[src/rtl/cld_pkg.sv]
// shared types, constants and the header prefix table for the content-length deframer
package cld_pkg;

    localparam int CLD_LEN_WIDTH  = 32;
    localparam int CLD_PREFIX_LEN = 16;

    localparam logic [7:0] CH_LF = 8'h0a;
    localparam logic [7:0] CH_CR = 8'h0d;
    localparam logic [7:0] CH_SP = 8'h20;
    localparam logic [7:0] CH_HT = 8'h09;
    localparam logic [7:0] CH_VT = 8'h0b;
    localparam logic [7:0] CH_FF = 8'h0c;
    localparam logic [7:0] CH_D0 = 8'h30;
    localparam logic [7:0] CH_D9 = 8'h39;

    typedef enum logic [1:0] {
        PH_HUNT   = 2'd0,
        PH_LENGTH = 2'd1,
        PH_HEADER = 2'd2,
        PH_BODY   = 2'd3
    } t_phase;

    // "Content-Length: " one character per index
    function automatic logic [7:0] prefix_char(input logic [3:0] idx);
        logic [7:0] c;
        unique case (idx)
            4'd0:  c = 8'h43;
            4'd1:  c = 8'h6f;
            4'd2:  c = 8'h6e;
            4'd3:  c = 8'h74;
            4'd4:  c = 8'h65;
            4'd5:  c = 8'h6e;
            4'd6:  c = 8'h74;
            4'd7:  c = 8'h2d;
            4'd8:  c = 8'h4c;
            4'd9:  c = 8'h65;
            4'd10: c = 8'h6e;
            4'd11: c = 8'h67;
            4'd12: c = 8'h74;
            4'd13: c = 8'h68;
            4'd14: c = 8'h3a;
            4'd15: c = 8'h20;
        endcase
        return c;
    endfunction

    function automatic logic is_ws(input logic [7:0] b);
        return (b == CH_SP) || (b == CH_HT) || (b == CH_LF) ||
               (b == CH_VT) || (b == CH_FF) || (b == CH_CR);
    endfunction

endpackage

[src/rtl/content_length_deframer.sv]
// content-length deframer: pulls message bodies out of a framed byte stream
// One byte is taken per clock cycle while the sink does not stall: each byte updates the header
// parser state in the same cycle it is accepted, and a body byte lands in a single
// output register. Input stall follows output stall combinationally, so the block
// holds off the source only while a body byte sits in the output register and the
// sink is stalling; a byte can be accepted in the same cycle the held one leaves.
// Header bytes that produce no body byte are taken at the same rate as any other.
module content_length_deframer #(
    parameter int LEN_WIDTH = cld_pkg::CLD_LEN_WIDTH
) (
    input  logic       i_clk,
    input  logic       i_rst_n,
    input  logic       i_valid,
    output logic       o_stall,
    input  logic [7:0] i_data_byte,
    output logic       o_valid,
    input  logic       i_stall,
    output logic [7:0] o_body_byte,
    output logic       o_is_last
);
    import cld_pkg::*;

    t_phase                 r_phase, n_phase;
    logic [3:0]             r_match, n_match;
    logic [LEN_WIDTH-1:0]   r_len, n_len;
    logic                   r_dig_end, n_dig_end;
    logic                   r_fld_start, n_fld_start;
    logic                   r_nl_seen, n_nl_seen;
    logic [LEN_WIDTH-1:0]   r_count, n_count;
    logic                   r_out_valid;
    logic [7:0]             r_out_byte;
    logic                   r_out_last;

    logic                   in_xfer;
    logic                   emit;
    logic                   emit_last;
    logic                   ws;
    logic                   is_digit;
    logic                   prefix_hit;
    logic [LEN_WIDTH+3:0]   acc;
    logic [LEN_WIDTH-1:0]   count_inc;

    assign o_stall = r_out_valid && i_stall;
    assign in_xfer = i_valid && !o_stall;

    assign ws         = is_ws(i_data_byte);
    assign is_digit   = (i_data_byte >= CH_D0) && (i_data_byte <= CH_D9);
    assign prefix_hit = (i_data_byte == prefix_char(r_match));
    // len * 10 + digit, four spare bits catch overflow
    assign acc = ({4'b0, r_len} << 3) + ({4'b0, r_len} << 1)
               + {{LEN_WIDTH{1'b0}}, i_data_byte[3:0]};
    assign count_inc = r_count + {{(LEN_WIDTH-1){1'b0}}, 1'b1};

    // next phase
    always_comb begin
        n_phase = r_phase;
        unique case (r_phase)
            PH_HUNT: begin
                if (prefix_hit && (r_match == 4'(CLD_PREFIX_LEN - 1))) begin
                    n_phase = PH_LENGTH;
                end
            end
            PH_LENGTH: begin
                if (ws && r_fld_start) begin
                    n_phase = PH_HEADER;
                end else if (!r_fld_start && ws) begin
                    n_phase = PH_LENGTH;
                end else if (ws) begin
                    n_phase = PH_HEADER;
                end
            end
            PH_HEADER: begin
                if (i_data_byte == CH_LF && r_nl_seen) begin
                    n_phase = PH_BODY;
                end
            end
            PH_BODY: begin
                if (emit_last) begin
                    n_phase = PH_HUNT;
                end
            end
        endcase
    end

    // result decisions
    always_comb begin
        emit      = 1'b0;
        emit_last = 1'b0;
        unique case (r_phase)
            PH_BODY: begin
                emit      = !((r_count == '0) && ws);
                emit_last = emit && (count_inc >= r_len);
            end
            PH_HUNT, PH_LENGTH, PH_HEADER: begin
                emit      = 1'b0;
                emit_last = 1'b0;
            end
        endcase
    end

    // parser datapath
    always_comb begin
        n_match     = r_match;
        n_len       = r_len;
        n_dig_end   = r_dig_end;
        n_fld_start = r_fld_start;
        n_nl_seen   = r_nl_seen;
        n_count     = r_count;
        unique case (r_phase)
            PH_HUNT: begin
                n_match = prefix_hit ? r_match + 4'd1 : 4'd0;
                if (prefix_hit && (r_match == 4'(CLD_PREFIX_LEN - 1))) begin
                    n_len       = '0;
                    n_dig_end   = 1'b0;
                    n_fld_start = 1'b0;
                end
            end
            PH_LENGTH: begin
                if (r_fld_start || !ws) begin
                    n_fld_start = 1'b1;
                    if (ws) begin
                        // a newline closing the field counts toward the header end
                        n_nl_seen = (i_data_byte == CH_LF);
                    end else if (!r_dig_end) begin
                        if (is_digit) begin
                            n_len = (acc[LEN_WIDTH+3:LEN_WIDTH] != 4'd0)
                                  ? '1 : acc[LEN_WIDTH-1:0];
                        end else begin
                            n_dig_end = 1'b1;
                        end
                    end
                end
            end
            PH_HEADER: begin
                if (i_data_byte == CH_LF) begin
                    n_nl_seen = !r_nl_seen;
                    if (r_nl_seen) begin
                        n_count = '0;
                    end
                end else if (i_data_byte != CH_CR) begin
                    n_nl_seen = 1'b0;
                end
            end
            PH_BODY: begin
                if (emit) begin
                    n_count = count_inc;
                end
                if (emit_last) begin
                    n_match     = 4'd0;
                    n_len       = '0;
                    n_dig_end   = 1'b0;
                    n_fld_start = 1'b0;
                    n_nl_seen   = 1'b0;
                    n_count     = '0;
                end
            end
        endcase
    end

    always_ff @(posedge i_clk) begin
        if (!i_rst_n) begin
            r_phase     <= PH_HUNT;
            r_match     <= 4'd0;
            r_len       <= '0;
            r_dig_end   <= 1'b0;
            r_fld_start <= 1'b0;
            r_nl_seen   <= 1'b0;
            r_count     <= '0;
        end else if (in_xfer) begin
            r_phase     <= n_phase;
            r_match     <= n_match;
            r_len       <= n_len;
            r_dig_end   <= n_dig_end;
            r_fld_start <= n_fld_start;
            r_nl_seen   <= n_nl_seen;
            r_count     <= n_count;
        end
    end

    // output register
    always_ff @(posedge i_clk) begin
        if (!i_rst_n) begin
            r_out_valid <= 1'b0;
        end else if (in_xfer) begin
            r_out_valid <= emit;
        end else if (!i_stall) begin
            r_out_valid <= 1'b0;
        end
    end

    always_ff @(posedge i_clk) begin
        if (in_xfer && emit) begin
            r_out_byte <= i_data_byte;
            r_out_last <= emit_last;
        end
    end

    assign o_valid     = r_out_valid;
    assign o_body_byte = r_out_byte;
    assign o_is_last   = r_out_last;

endmodule

[config.mk]
export PLATFORM = sky130hd
export DESIGN_NAME = content_length_deframer
export DESIGN_NICKNAME = d
export VERILOG_FILES = /design/src/rtl/cld_pkg.sv /design/src/rtl/content_length_deframer.sv
export SDC_FILE = /design/constraint.sdc
export NUM_CORES = 1
export LEC_CHECK = 0
export BUFFER_PORTS_ARGS = -buffer_cell sky130_fd_sc_hd__buf_4
export CORE_AREA = 2 2 121 123
export CTS_CLUSTER_SIZE = 24
export DETAILED_ROUTE_END_ITERATION = 7
export DIE_AREA = 0 0 123 125
export GPL_ROUTABILITY_DRIVEN = 0
export PLACE_DENSITY = 0.77
export SYNTH_ARGS = -nofsm -noshare
export SYNTH_HDL_FRONTEND = slang
export SYNTH_SLANG_ARGS = --single-unit
[constraint.sdc]
create_clock -name i_clk -period 13.3 [get_ports i_clk]
set_input_delay 0.665 -clock i_clk [delete_from_list [all_inputs] [get_ports i_clk]]
set_output_delay 0.665 -clock i_clk [all_outputs]
set_load 0.01 [all_outputs]
== Word-level counts from Yosys, hierarchy flattened ==
Memory sizes are Yosys's and may differ from the RTL's. A register that Yosys moved wholly into a read port is not among the register bits.
Index checks and enable logic that the tools add are counted.

* Add/subtract/negate cells: 4
* Order comparisons: 3
* Equal/unequal tests: 26
* Mux-type cells: 43
* Reductions and logical operators: 36

{| class="wikitable"
|+ Operator list
! operator !! number
|-
| $mux W32 || 11
|-
| $pmux W32 S3 || 1
|-
| $pmux W32 S2 || 1
|-
| $eq A8 B4 Y1 const B || 5
|-
| $add A35 B33 Y36 || 1
|-
| $add A36 B4 Y36 || 1
|-
| $add A32 B1 Y32 const B || 1
|-
| $ge A32 B32 Y1 || 1
|-
| $logic_not A32 Y1 || 1
|-
| $ne A2 B2 Y1 const B || 10
|-
| $mux W4 || 4
|-
| $reduce_and A5 Y1 || 3
|-
| $mux W1 || 13
|-
| $mux W2 || 6
|-
| $reduce_and A6 Y1 || 2
|-
| $logic_and A1 B1 Y1 || 10
|-
| $pmux W1 S3 || 3
|-
| $eq A8 B6 Y1 const B || 1
|-
| $eq A8 B8 Y1 || 1
|-
| $ge A8 B6 Y1 const B || 1
|-
| $le A8 B6 Y1 const B || 1
|-
| $ne A8 B4 Y1 const B || 1
|-
| $pmux W2 S4 || 1
|-
| $pmux W4 S2 || 1
|-
| 17 further kinds || 31
|}

* Bits in registers: 83
* Memory bits (read-only): 112
* Output and inout port bits: 11
* Logic and storage cells: 123
* Memories kept: 1

{| class="wikitable"
|+ Memory list
! memory !! words !! width !! read ports !! clocked after memory_dff !! wr ports !! RTL line !! text
|-
| (no name shown) || 16 || 7 || 1 || 1 || 0 || cld_pkg.sv:26 || <nowiki>unique case (idx)</nowiki>
|}

== Depth between registers and ports, before layout ==
Gate-level depths: netlist (run 1).

* Depth in word-level cells: 14
* Gate-level depth with buffers: 22
* Gate-level depth less buffers: 20

== Worst setup path before layout (run 1) ==
Ideal clock, no wire load.

* Path type: register to register
* Start point: register r_count[4]
* End point: register with a tool-made name
* Library setup time: 0.069 ns
* Arrival time: 4.554 ns
* Data required time: 13.231 ns
* Path slack: 8.678 ns
* Cell stages (with the launch flop): 23
* Period minus slack after synthesis: 4.622 ns
* Cells stage by stage: dfxtp_1 > nand3_1 > or2_2 > nor3_2 > nand2_1 > nor2_2 > and3_1 > buf_2 > nand3_1 > xnor2_1 > ha_1 > nand4_1 > nor4_2 > o211ai_1 > a31oi_2 > o211ai_2 > mux2_4 > and2_1 > buf_4 > ha_1 > inv_1 > or3_1 > o21ai_1

{| class="wikitable"
|+ RTL lines
! item !! RTL line !! text
|-
| start: declaration || content_length_deframer.sv:29 || <nowiki>logic [LEN_WIDTH-1:0] r_count, n_count;</nowiki>
|-
| start signal: assignment || content_length_deframer.sv:176 || <nowiki>r_count <= n_count;</nowiki>
|}

== Worst setup path in the final report (run 1) ==
* Start point: register r_count[0]
* End point: register r_len[19]

* Cells in the longest elaborated chain, start to end: 7

{| class="wikitable"
|+ RTL lines
! item !! RTL line !! text
|-
| parallel branches: the longest is 3 deep, another holds $add A32 B1 Y32 || - ||
|-
| $logic_and A1 B1 Y1 (*) || content_length_deframer.sv:92 || <nowiki>emit_last = emit && (count_inc >= r_len);</nowiki>
|-
| $pmux W1 S2 (*) || content_length_deframer.sv:89 || <nowiki>unique case (r_phase)</nowiki>
|-
| $ne A2 B2 Y1 (no line) (*) || - ||
|-
| $reduce_and A8 Y1 (no line) (*) || - ||
|-
| end signal: assignment || content_length_deframer.sv:172 || <nowiki>r_len <= n_len;</nowiki>
|-
| end: declaration || content_length_deframer.sv:25 || <nowiki>logic [LEN_WIDTH-1:0] r_len, n_len;</nowiki>
|}

Mark *: on every way between the ends.
A chain may end at the register's enable or synchronous reset.

==> out/metrics.yaml, run 1 <==
crit_slowest_cell: "o31a_1"
worst_hold_path_type: "reg -> reg"
r2r_slack_ns: 7.63
port_buffers: 22
die_area_mm2: 0.01538
met2_length_mm: 8.640
drv_cap: 0
arrival_ns: 5.90
cts_resized: 0
drt_first_pass_iters: 5
hold_viol: 0
multiInputGateArea_mm2: 0.005239
root_buffer: "clkbuf_16"
seqPwrFrac_pct: 48.0
p_total_uw: 570.4
antenna_cells: 0
cts_max_path_buffers: 2
seqCellArea_mm2: 0.001892
top_layer: "met4"
fillers: 1320
finalCritPeriodShare_pct: 42.64
fin_tns_setup_ns: 0
synth.cell_area_mm2: 0.007542
cp_slowest_stage_delay_ns: 0.71
cts_buffers: 9
critical_path.endpoint: "r_len[19]$_SDFFE_PN0P_"
synth_seq_cells: 90
cpMostUsedCell: "nand4_1"
power_density_mw_per_mm2: 70.64
pin_count: 23
grtUsageTotal_pct: 22.63
drv_slew: 0
syn_nets: 1004
startpoint: "r_count[0]$_SDFFE_PN0P_"
route.detailed.drc: 0
synth_top_area_share_pct: 21.50
cts.clk_slew.worst_paths_ns: 0.07
start_util_pct: 53.10
fin_crit_ns: 5.671
power_switching_uw: 123.2
viasPerCell: 6.080
clock_latency_ns: 0.35
synth_edf_count: 9
reg2reg_depth: 19
power.internal_uw: 447.2
wl_mm: 17.34
drt_iter0_markers: 479
ir_drop_mv: 0.06193
slew-limit-headroom_pct: 14.89
post-synth-top-area-cell: "dfxtp_1"
mostFrequentLayoutCell: "ha_1"
ys.flop_type: "dfxtp_1"
path_class: "reg -> reg"
clock-sinks: 90
netlist_instances: 888
leakage_nw: 3.487
grt-ovfl-total: 0
swShare_pct: 21.59
ant_nets: 0
postCtsSetupRepairBufs: 0
status: "finished clean"
power_frac_clock_pct: 49.5
num_vias: 6481
die_y_um: 125
clock_skew_ns: 0.009314
seq_area_frac_synth_pct: 25.08
cts_max_level: 3
rows: 44
hpwlAfterDp_mm: 13.09
async_reset_ff_share_pct: 0
yosys_warnings: 0
cp_max_fo: 35
wl_per_cell_um: 16.26
reg2reg_from: "r_count[0]$_SDFFE_PN0P_"
met1_length_mm: 7.876
worst_pin_slew_ns: 1.277
cts-hold-fix-buffers: 0
finalNetCount: 993
core_area_mm2: 0.01420
grt_pass1_vias: 6085
combPwrFrac_pct: 2.5
antenna_found_initial: 0
grt_max_degree: 54
instances_no_fill: 1066
ys_top_cells_by_area: "dfxtp_1 (21%), ha_1 (17%), xnor2_1 (4.9%), a21oi_1 (4.7%), a221o_1 (4.4%)"
grt_pass1_wl_mm: 28.60
required_ns: 13.53
layout_common_cells: "ha_1 (102), dfxtp_1 (81), a21oi_1 (71)"
fp.dieW_um: 123
placed_cells: 1050
dr_wl_met3_um: 613
r2r-end: "r_len[19]$_SDFFE_PN0P_"
area_growth_pct: 7.050
setup_viol: 0
rsz0062_at_grt: "false"
start_kind: "flip-flop"
crit_chain: "nand4_1, or2_2, nor3_2, nand2_1, nor2_2, and3_1, nand3_1, xnor2_1, ha_1, nand4_1, nor4_2, o211ai_1, a31oi_2, nor2_1, o21bai_2, buf_4, nand2_2, o31a_1, a221o_1"
cts_tree: "done"
cp-end-kind: "flip-flop"
syn_avg_cell_area_um2: 8.494
final_layout_size_suffix_gt1_share_pct: 7.370
ys_types: 72
fmax_ghz: 0.1763
==> layer usage <==
metal | vias to the layer above | GRT usage [%]
li1 | 3256 | -
met1 | 3086 | 29.62
met2 | 121 | 39.00
met3 | 18 | 3.467
met4 | 0 | 5.147
met5 | - | 0
==> synthesized netlist by cell type (3+ instances only) <==
cell type and count:
o41ai_1 3, nand3b_1 5, a221o_1 33, nor4_1 7, nand4_1 21, a21boi_1 13
o221ai_1 3, nor3_1 9, nor2_1 47, a211oi_1 8, and3_1 7, nor3b_1 18
nand2_2 3, o21ai_0 38, buf_6 5, a31oi_1 9, o31a_1 5, mux2i_1 4
edfxtp_1 9, ha_1 102, nor2b_1 27, a21oi_1 71, xor2_1 25, nand3_1 24
and2_1 8, o211ai_1 6, dfxtp_1 81, xnor2_1 42, buf_2 3, and4_1 10
o21ai_1 6, inv_1 52, clkbuf_1 38, nand2b_1 4, o21bai_1 6, o21a_1 7
a21o_1 17, or3_1 16, o31ai_1 4, nand2_1 52
==> worst min-delay path by stage <==
| stage | startpoint | depth (start not counted) | end | slack [ns] |
|---|---|---|---|---|
| detailed placement | r_dig_end$_SDFFE_PN0P_ | 1 | r_dig_end$_SDFFE_PN0P_ | 0.47 |
| global placement | r_dig_end$_SDFFE_PN0P_ | 1 | r_dig_end$_SDFFE_PN0P_ | 0.47 |
| global route | r_dig_end$_SDFFE_PN0P_ | 1 | r_dig_end$_SDFFE_PN0P_ | 0.51 |
| floorplan | r_dig_end$_SDFFE_PN0P_ | 1 | r_dig_end$_SDFFE_PN0P_ | 0.44 |
| finish | r_dig_end$_SDFFE_PN0P_ | 1 | r_dig_end$_SDFFE_PN0P_ | 0.49 |
| CTS | r_dig_end$_SDFFE_PN0P_ | 1 | r_dig_end$_SDFFE_PN0P_ | 0.49 |
==> cell type report <==
type / count / area share (%)
inverters: 52 / 2.417
flip-flops and latches: 90 / 23.43
clock buffers: 9 / 2.789
repair buffers: 25 / 2.325
clock inverters: 7 / 1.302
multi-input cells: 699 / 64.88
well taps: 184 / 2.851
==> power groups by stage <==
stage | Sequential, mW | Clock, mW | Combinational [mW]
after detailed placement | 0.280 | 0 | 0.0145
after global placement | 0.280 | 0 | 0.0141
after global routing | 0.273 | 0.297 | 0.0157
final | 0.274 | 0.282 | 0.0145
after floorplan | 0.280 | 0 | 0.00932
after CTS | 0.274 | 0.285 | 0.0145
==> worst max-delay path: cells and delay by family, from the launching register on <==
family / cells / cell delay, ns
simple gates: 11 / 2.51
compound gates: 5 / 1.74
flops: 1 / 0.45
buf+inv: 1 / 0.37
fa+ha+maj: 1 / 0.31
xor+xnor: 1 / 0.16
==> state kept, by name (all words and copies together), names as in the netlist, 4 cells and up, named ones only <==
name / flops
r_len: 32
r_count: 32
o_body_byte: 8
r_match: 4
==> stage by stage <==
| stage | hold slack, ns | setup slack [ns] | area [um2] | util, % |
|---|---|---|---|---|
| 2_1_floorplan | 0.4416 | 8.678 | 7542 | - |
| 4_1_cts | 0.4884 | 7.658 | 8074 | 56.84 |
| 3_3_place_gp | 0.4700 | 7.913 | 7744 | 54.52 |
| 3_5_place_dp | 0.4727 | 7.693 | 7744 | 54.52 |
| 5_1_grt | 0.5124 | 7.205 | 8074 | 56.84 |
| 6_report | 0.4861 | 7.629 | 8074 | 56.84 |
==> kinds of logic after synthesis <==
kind of cell	after synthesis	share of synthesized area (%)
mux	7	1.028
simple gates	273	20.04
fa+ha+maj	104	17.45
xor+xnor	67	7.780
compound gates	248	23.09
flops	90	25.08
buf+inv	99	5.524
(Power assumes the default switching activity.)
==> inputs of run 2 (changes only) <==
==> constraint.sdc (replaced) <==
create_clock -name i_clk -period 5.6 [get_ports i_clk]
set_input_delay 0.28 -clock i_clk [delete_from_list [all_inputs] [get_ports i_clk]]
set_output_delay 0.28 -clock i_clk [all_outputs]
set_load 0.01 [all_outputs]
==> out/metrics.yaml, run 2 (synthesis results as in run 1) <==
cp_slowest_stage_delay_ns: 0.45
drv_slew: 0
die_area_mm2: 0.01538
path_delay_family: "simple AND/OR/NAND/NOR gates"
postCtsSetupRepairBufs: 0
grtUsageTotal_pct: 22.32
setup_viol: 0
ant_nets: 0
arrival_ns: 5.45
leakage_nw: 3.499
cts_max_level: 3
core_area_mm2: 0.01420
mostFrequentLayoutCell: "ha_1"
fmax_ghz: 0.1940
path_class: "reg -> reg"
cts_buffers: 9
grt-ovfl-total: 0
hold_viol: 0
clock_latency_ns: 0.36
power_density_mw_per_mm2: 165.5
slew-limit-headroom_pct: 45.94
cts_resized: 0
clock_skew_ns: 0.01459
fp.dieW_um: 123
fin_crit_ns: 5.154
finalNetCount: 996
cts_max_path_buffers: 2
start_kind: "flip-flop"
rsz0062_at_grt: "false"
cp_max_fo: 7
layout_common_cells: "ha_1 (102), dfxtp_1 (81), a21oi_1 (71)"
cts_tree: "done"
num_vias: 6426
crit_slowest_cell: "dfxtp_1"
cts-hold-fix-buffers: 0
grt_pass1_vias: 5967
area_growth_pct: 7.200
worst_hold_path_type: "in -> reg"
cts.clk_slew.worst_paths_ns: 0.08
viasPerCell: 6.011
required_ns: 5.89
cp_num_buf_inv: 1
clock-sinks: 90
rows: 44
stdcell_area_mm2: 0.008085
ir_drop_mv: 0.1788
cp-end-kind: "flip-flop"
grt_max_degree: 45
drt_first_pass_iters: 5
die_y_um: 125
hpwlAfterDp_mm: 12.76
start_util_pct: 53.10
worst_pin_slew_ns: 0.8080
grt_pass1_wl_mm: 28.17
finalCritPeriodShare_pct: 92.03
final_layout_size_suffix_gt1_share_pct: 7.684
crit_chain: "nand4_1, or2_2, nor3_2, nand2_1, nor2_2, and3_1, nand3_1, xnor2_1, ha_1, nand4_1, nor4_2, o211ai_1, a31oi_2, o211ai_2, mux2_4, and2_1, ha_1, inv_1, or3_1, o21ai_1"
wl_mm: 16.91
pin_count: 23
place_area_mm2: 0.007766
status: "finished clean"
wl_per_cell_um: 15.82
route.detailed.drc: 0
drt_iter0_markers: 533
fin_tns_setup_ns: 0
antenna_found_initial: 0
port_buffers: 22
drv_cap: 0
root_buffer: "clkbuf_16"
antenna_cells: 0
==> run 2: cell count changes in the layout (fill, tap and decap cells not counted), sizes merged <==
cell	before	now
bufinv	2	1
clkbuf	9	10
buf	25	28
==> run 2: worst paths after layout <==
| kind | endpoint | slack (ns) | depth (start not counted) | from |
|---|---|---|---|---|
| worst max-delay path | flip-flop | 0.45 | 20 | r_count[2]$_SDFFE_PN0P_ |
| worst min-delay path | o_body_byte[7]$_DFFE_PP_ | 0.12 | 1 | i_data_byte[7] |
| worst max register to register | flip-flop | 0.45 | 20 | r_count[2]$_SDFFE_PN0P_ |
| worst min register to register | r_dig_end$_SDFFE_PN0P_ | 0.49 | 1 | r_dig_end$_SDFFE_PN0P_ |
==> run 2: routing by layer <==
| layer | vias to the layer above | global-route usage, % | part of all wire [%] |
|---|---|---|---|
| met5 | - | 0 | 0 |
| met4 | 0 | 6.417 | 1.7 |
| met3 | 28 | 4.015 | 3.6 |
| met2 | 113 | 36.30 | 47 |
| met1 | 3036 | 30.17 | 48 |
| li1 | 3249 | - | - |
==> run 2: area by class of cell <==
type                       instances  area [um2]
fill                            1321        6118
timing repair buffer              28       210.2
tap                              184       230.2
clock inverter                     6       80.08
inverter                          52       195.2
sequential                        90        1892
multi-input combinational        699        5239
clock buffer                      10       239.0
==> run 2: power breakdown <==
| group | switching, mW | total (mW) | internal, mW |
|---|---|---|---|
| Combinational | 0.0211 | 0.0351 | 0.0140 |
| Clock | 0.284 | 0.654 | 0.369 |
| Sequential | 0.0000379 | 0.649 | 0.649 |
| Total | 0.305 | 1.34 | 1.03 |
==> run 2: metrics by stage <==
step	setup WS [ns]	std cells	util, %	hold WS (ns)	total power, mW
2_1_floorplan	0.9775	888	-	0.3789	0.6865
3_3_place_gp	0.6189	1053	54.68	0.4712	0.6989
3_5_place_dp	0.5309	1053	54.68	0.4775	0.6989
4_1_cts	0.4778	1069	56.92	0.1103	1.350
5_1_grt	0.006390	1069	56.92	0.1108	1.382
6_report	0.4465	1069	56.92	0.1217	1.338
==> inputs of run 3 (changes only) <==
--- a/config.mk
+++ b/config.mk
@@ -5,12 +5,13 @@
 export SDC_FILE = /design/constraint.sdc
 export NUM_CORES = 1
 export LEC_CHECK = 0
-export BUFFER_PORTS_ARGS = -buffer_cell sky130_fd_sc_hd__buf_4
+export BUFFER_PORTS_ARGS = -buffer_cell sky130_fd_sc_hd__buf_2
 export CORE_AREA = 2 2 121 123
 export CTS_CLUSTER_SIZE = 24
 export DETAILED_ROUTE_END_ITERATION = 7
 export DIE_AREA = 0 0 123 125
 export GPL_ROUTABILITY_DRIVEN = 0
+export HOLD_SLACK_MARGIN = 0.15
 export PLACE_DENSITY = 0.77
 export SYNTH_ARGS = -nofsm -noshare
 export SYNTH_HDL_FRONTEND = slang
==> out/metrics.yaml, run 3 (synthesis results as in run 1) <==
viasPerCell: 6.106
grt-ovfl-total: 0
grt_pass1_vias: 6188
hpwlAfterDp_mm: 12.92
place_area_mm2: 0.007704
worst_pin_slew_ns: 0.8165
final_layout_size_suffix_gt1_share_pct: 7.684
setup_viol: 0
num_vias: 6527
ant_nets: 0
ir_drop_mv: 0.1276
hold_viol: 0
hold_slack_ns: 0.1560
required_ns: 5.89
antenna_cells: 0
mostFrequentLayoutCell: "ha_1"
grt_max_degree: 45
grtUsageTotal_pct: 22.81
cts.clk_slew.worst_paths_ns: 0.08
drt_iter0_markers: 482
core_area_mm2: 0.01420
seqPwrFrac_pct: 50.1
power.internal_uw: 978.6
instances_no_fill: 1069
status: "finished clean"
cts_buffers: 9
clock_latency_ns: 0.35
antenna_found_initial: 0
root_buffer: "clkbuf_16"
stdcell_area_mm2: 0.008033
wl_mm: 17.22
layout_common_cells: "ha_1 (102), dfxtp_1 (81), a21oi_1 (71)"
start_kind: "flip-flop"
cts_tree: "done"
drv_cap: 0
placed_cells: 1052
leakage_nw: 3.507
fmax_ghz: 0.1951
cp_slowest_stage_delay_ns: 0.45
path_delay_family: "simple AND/OR/NAND/NOR gates"
clock-sinks: 90
cp_max_fo: 7
drv_slew: 0
grt_pass1_wl_mm: 28.87
die_area_mm2: 0.01538
pin_count: 23
slew-limit-headroom_pct: 45.37
crit_slowest_cell: "dfxtp_1"
crit_chain: "nand4_1, or2_2, nor3_4, nand2_1, nor2_2, and3_1, nand3_1, xnor2_1, ha_1, nand4_1, nor4_2, o211ai_1, a31oi_2, o211ai_2, mux2_4, and2_1, ha_1, inv_1, or3_1, o21ai_1"
clock_skew_ns: 0.01007
arrival_ns: 5.41
swShare_pct: 24.53
cp_num_buf_inv: 1
fin_crit_ns: 5.126
area_growth_pct: 6.503
fin_tns_setup_ns: 0
power_switching_uw: 318.0
die_y_um: 125
finalCritPeriodShare_pct: 91.53
cts_max_level: 3
finalNetCount: 996
port_buffers: 22
fp.dieW_um: 123
start_util_pct: 53.10
power_density_mw_per_mm2: 161.4
fin_util_pct: 56.55
rows: 44
route.detailed.drc: 0
path_class: "reg -> reg"
cts_max_path_buffers: 2
rsz0062_at_grt: "false"
worst_hold_path_type: "in -> reg"
power_frac_clock_pct: 47.3
drt_first_pass_iters: 5
combPwrFrac_pct: 2.6
wl_per_cell_um: 16.11
cp-end-kind: "flip-flop"
[run 3: cell types whose count changed in the layout (fill, tap and decap cells not counted), sizes merged]
| cell | change |
|---|---|
| clkinv | +2 |
| buf | -1 |
| inv | +1 |
| clkinvlp | -1 |
| dlygate4sd3 | +1 |
| bufinv | -1 |
| clkbuf | -1 |
[run 3: final cells by class]
cell class,count,area (um2)
fillers,1305,6171
repair buffers,28,157.7
clock buffers,9,225.2
well taps,184,230.2
clock inverters,7,73.82
inverters,52,195.2
flip-flops and latches,90,1892
multi-input cells,699,5259
[run 3: per-stage QoR]
step	setup slack [ns]	total power, mW
after CTS	0.4447	1.301
after global placement	0.6313	0.6967
after floorplan	0.9775	0.6865
after detailed placement	0.4917	0.6971
after global routing	0.05418	1.331
final	0.4741	1.297
[run 3: power by group through the flow]
stage / clock (mW) / combinational [mW] / sequential (mW)
finish: 0.614 / 0.0337 / 0.649
global route: 0.645 / 0.0364 / 0.649
CTS: 0.618 / 0.0335 / 0.649
detailed placement: 0 / 0.0327 / 0.664
global placement: 0 / 0.0323 / 0.664
floorplan: 0 / 0.0221 / 0.664
[run 3: repair_timing]
| action | CTS | global route |
|---|---|---|
| resized for setup | 0 | 3 |
| hold endpoints to repair | 1 | 0 |
| hold buffers | 1 | 0 |
| endpoints found under the setup margin | 0 | 1 |
| buffers inserted | 0 | 0 |
[run 3: path summary, 6_finish.rpt]
kind / startpoint / to / slack (ns) / cells past startpoint
setup / recovery: r_count[0]$_SDFFE_PN0P_ / flip-flop / 0.47 / 20
hold / removal: i_data_byte[6] / o_body_byte[6]$_DFFE_PP_ / 0.16 / 1
setup reg to reg: r_count[0]$_SDFFE_PN0P_ / flip-flop / 0.47 / 20
hold reg to reg: r_dig_end$_SDFFE_PN0P_ / r_dig_end$_SDFFE_PN0P_ / 0.48 / 1
[run 3: worst reg2reg max path: cells and delay by family (launching register included)]
family | cells | cell delay [ns]
AND/OR/NAND/NOR | 11 | 2.75
multiplexers | 1 | 0.36
adder cells (fa/ha/maj) | 2 | 0.66
AO/OA/AOI/OAI | 4 | 0.65
buffers and inverters | 1 | 0.04
XOR/XNOR | 1 | 0.16
flip-flops | 1 | 0.45
[run 3: routing by layer]
metal	global-route usage (%)	wire (um)	part of all wire [%]	up-vias
met5	0	0	0	-
met4	6.618	270	1.6	0
met3	3.695	892	5.2	26
li1	-	-	-	3253
met2	37.11	8262	48	163
met1	31.08	7793	45	3085
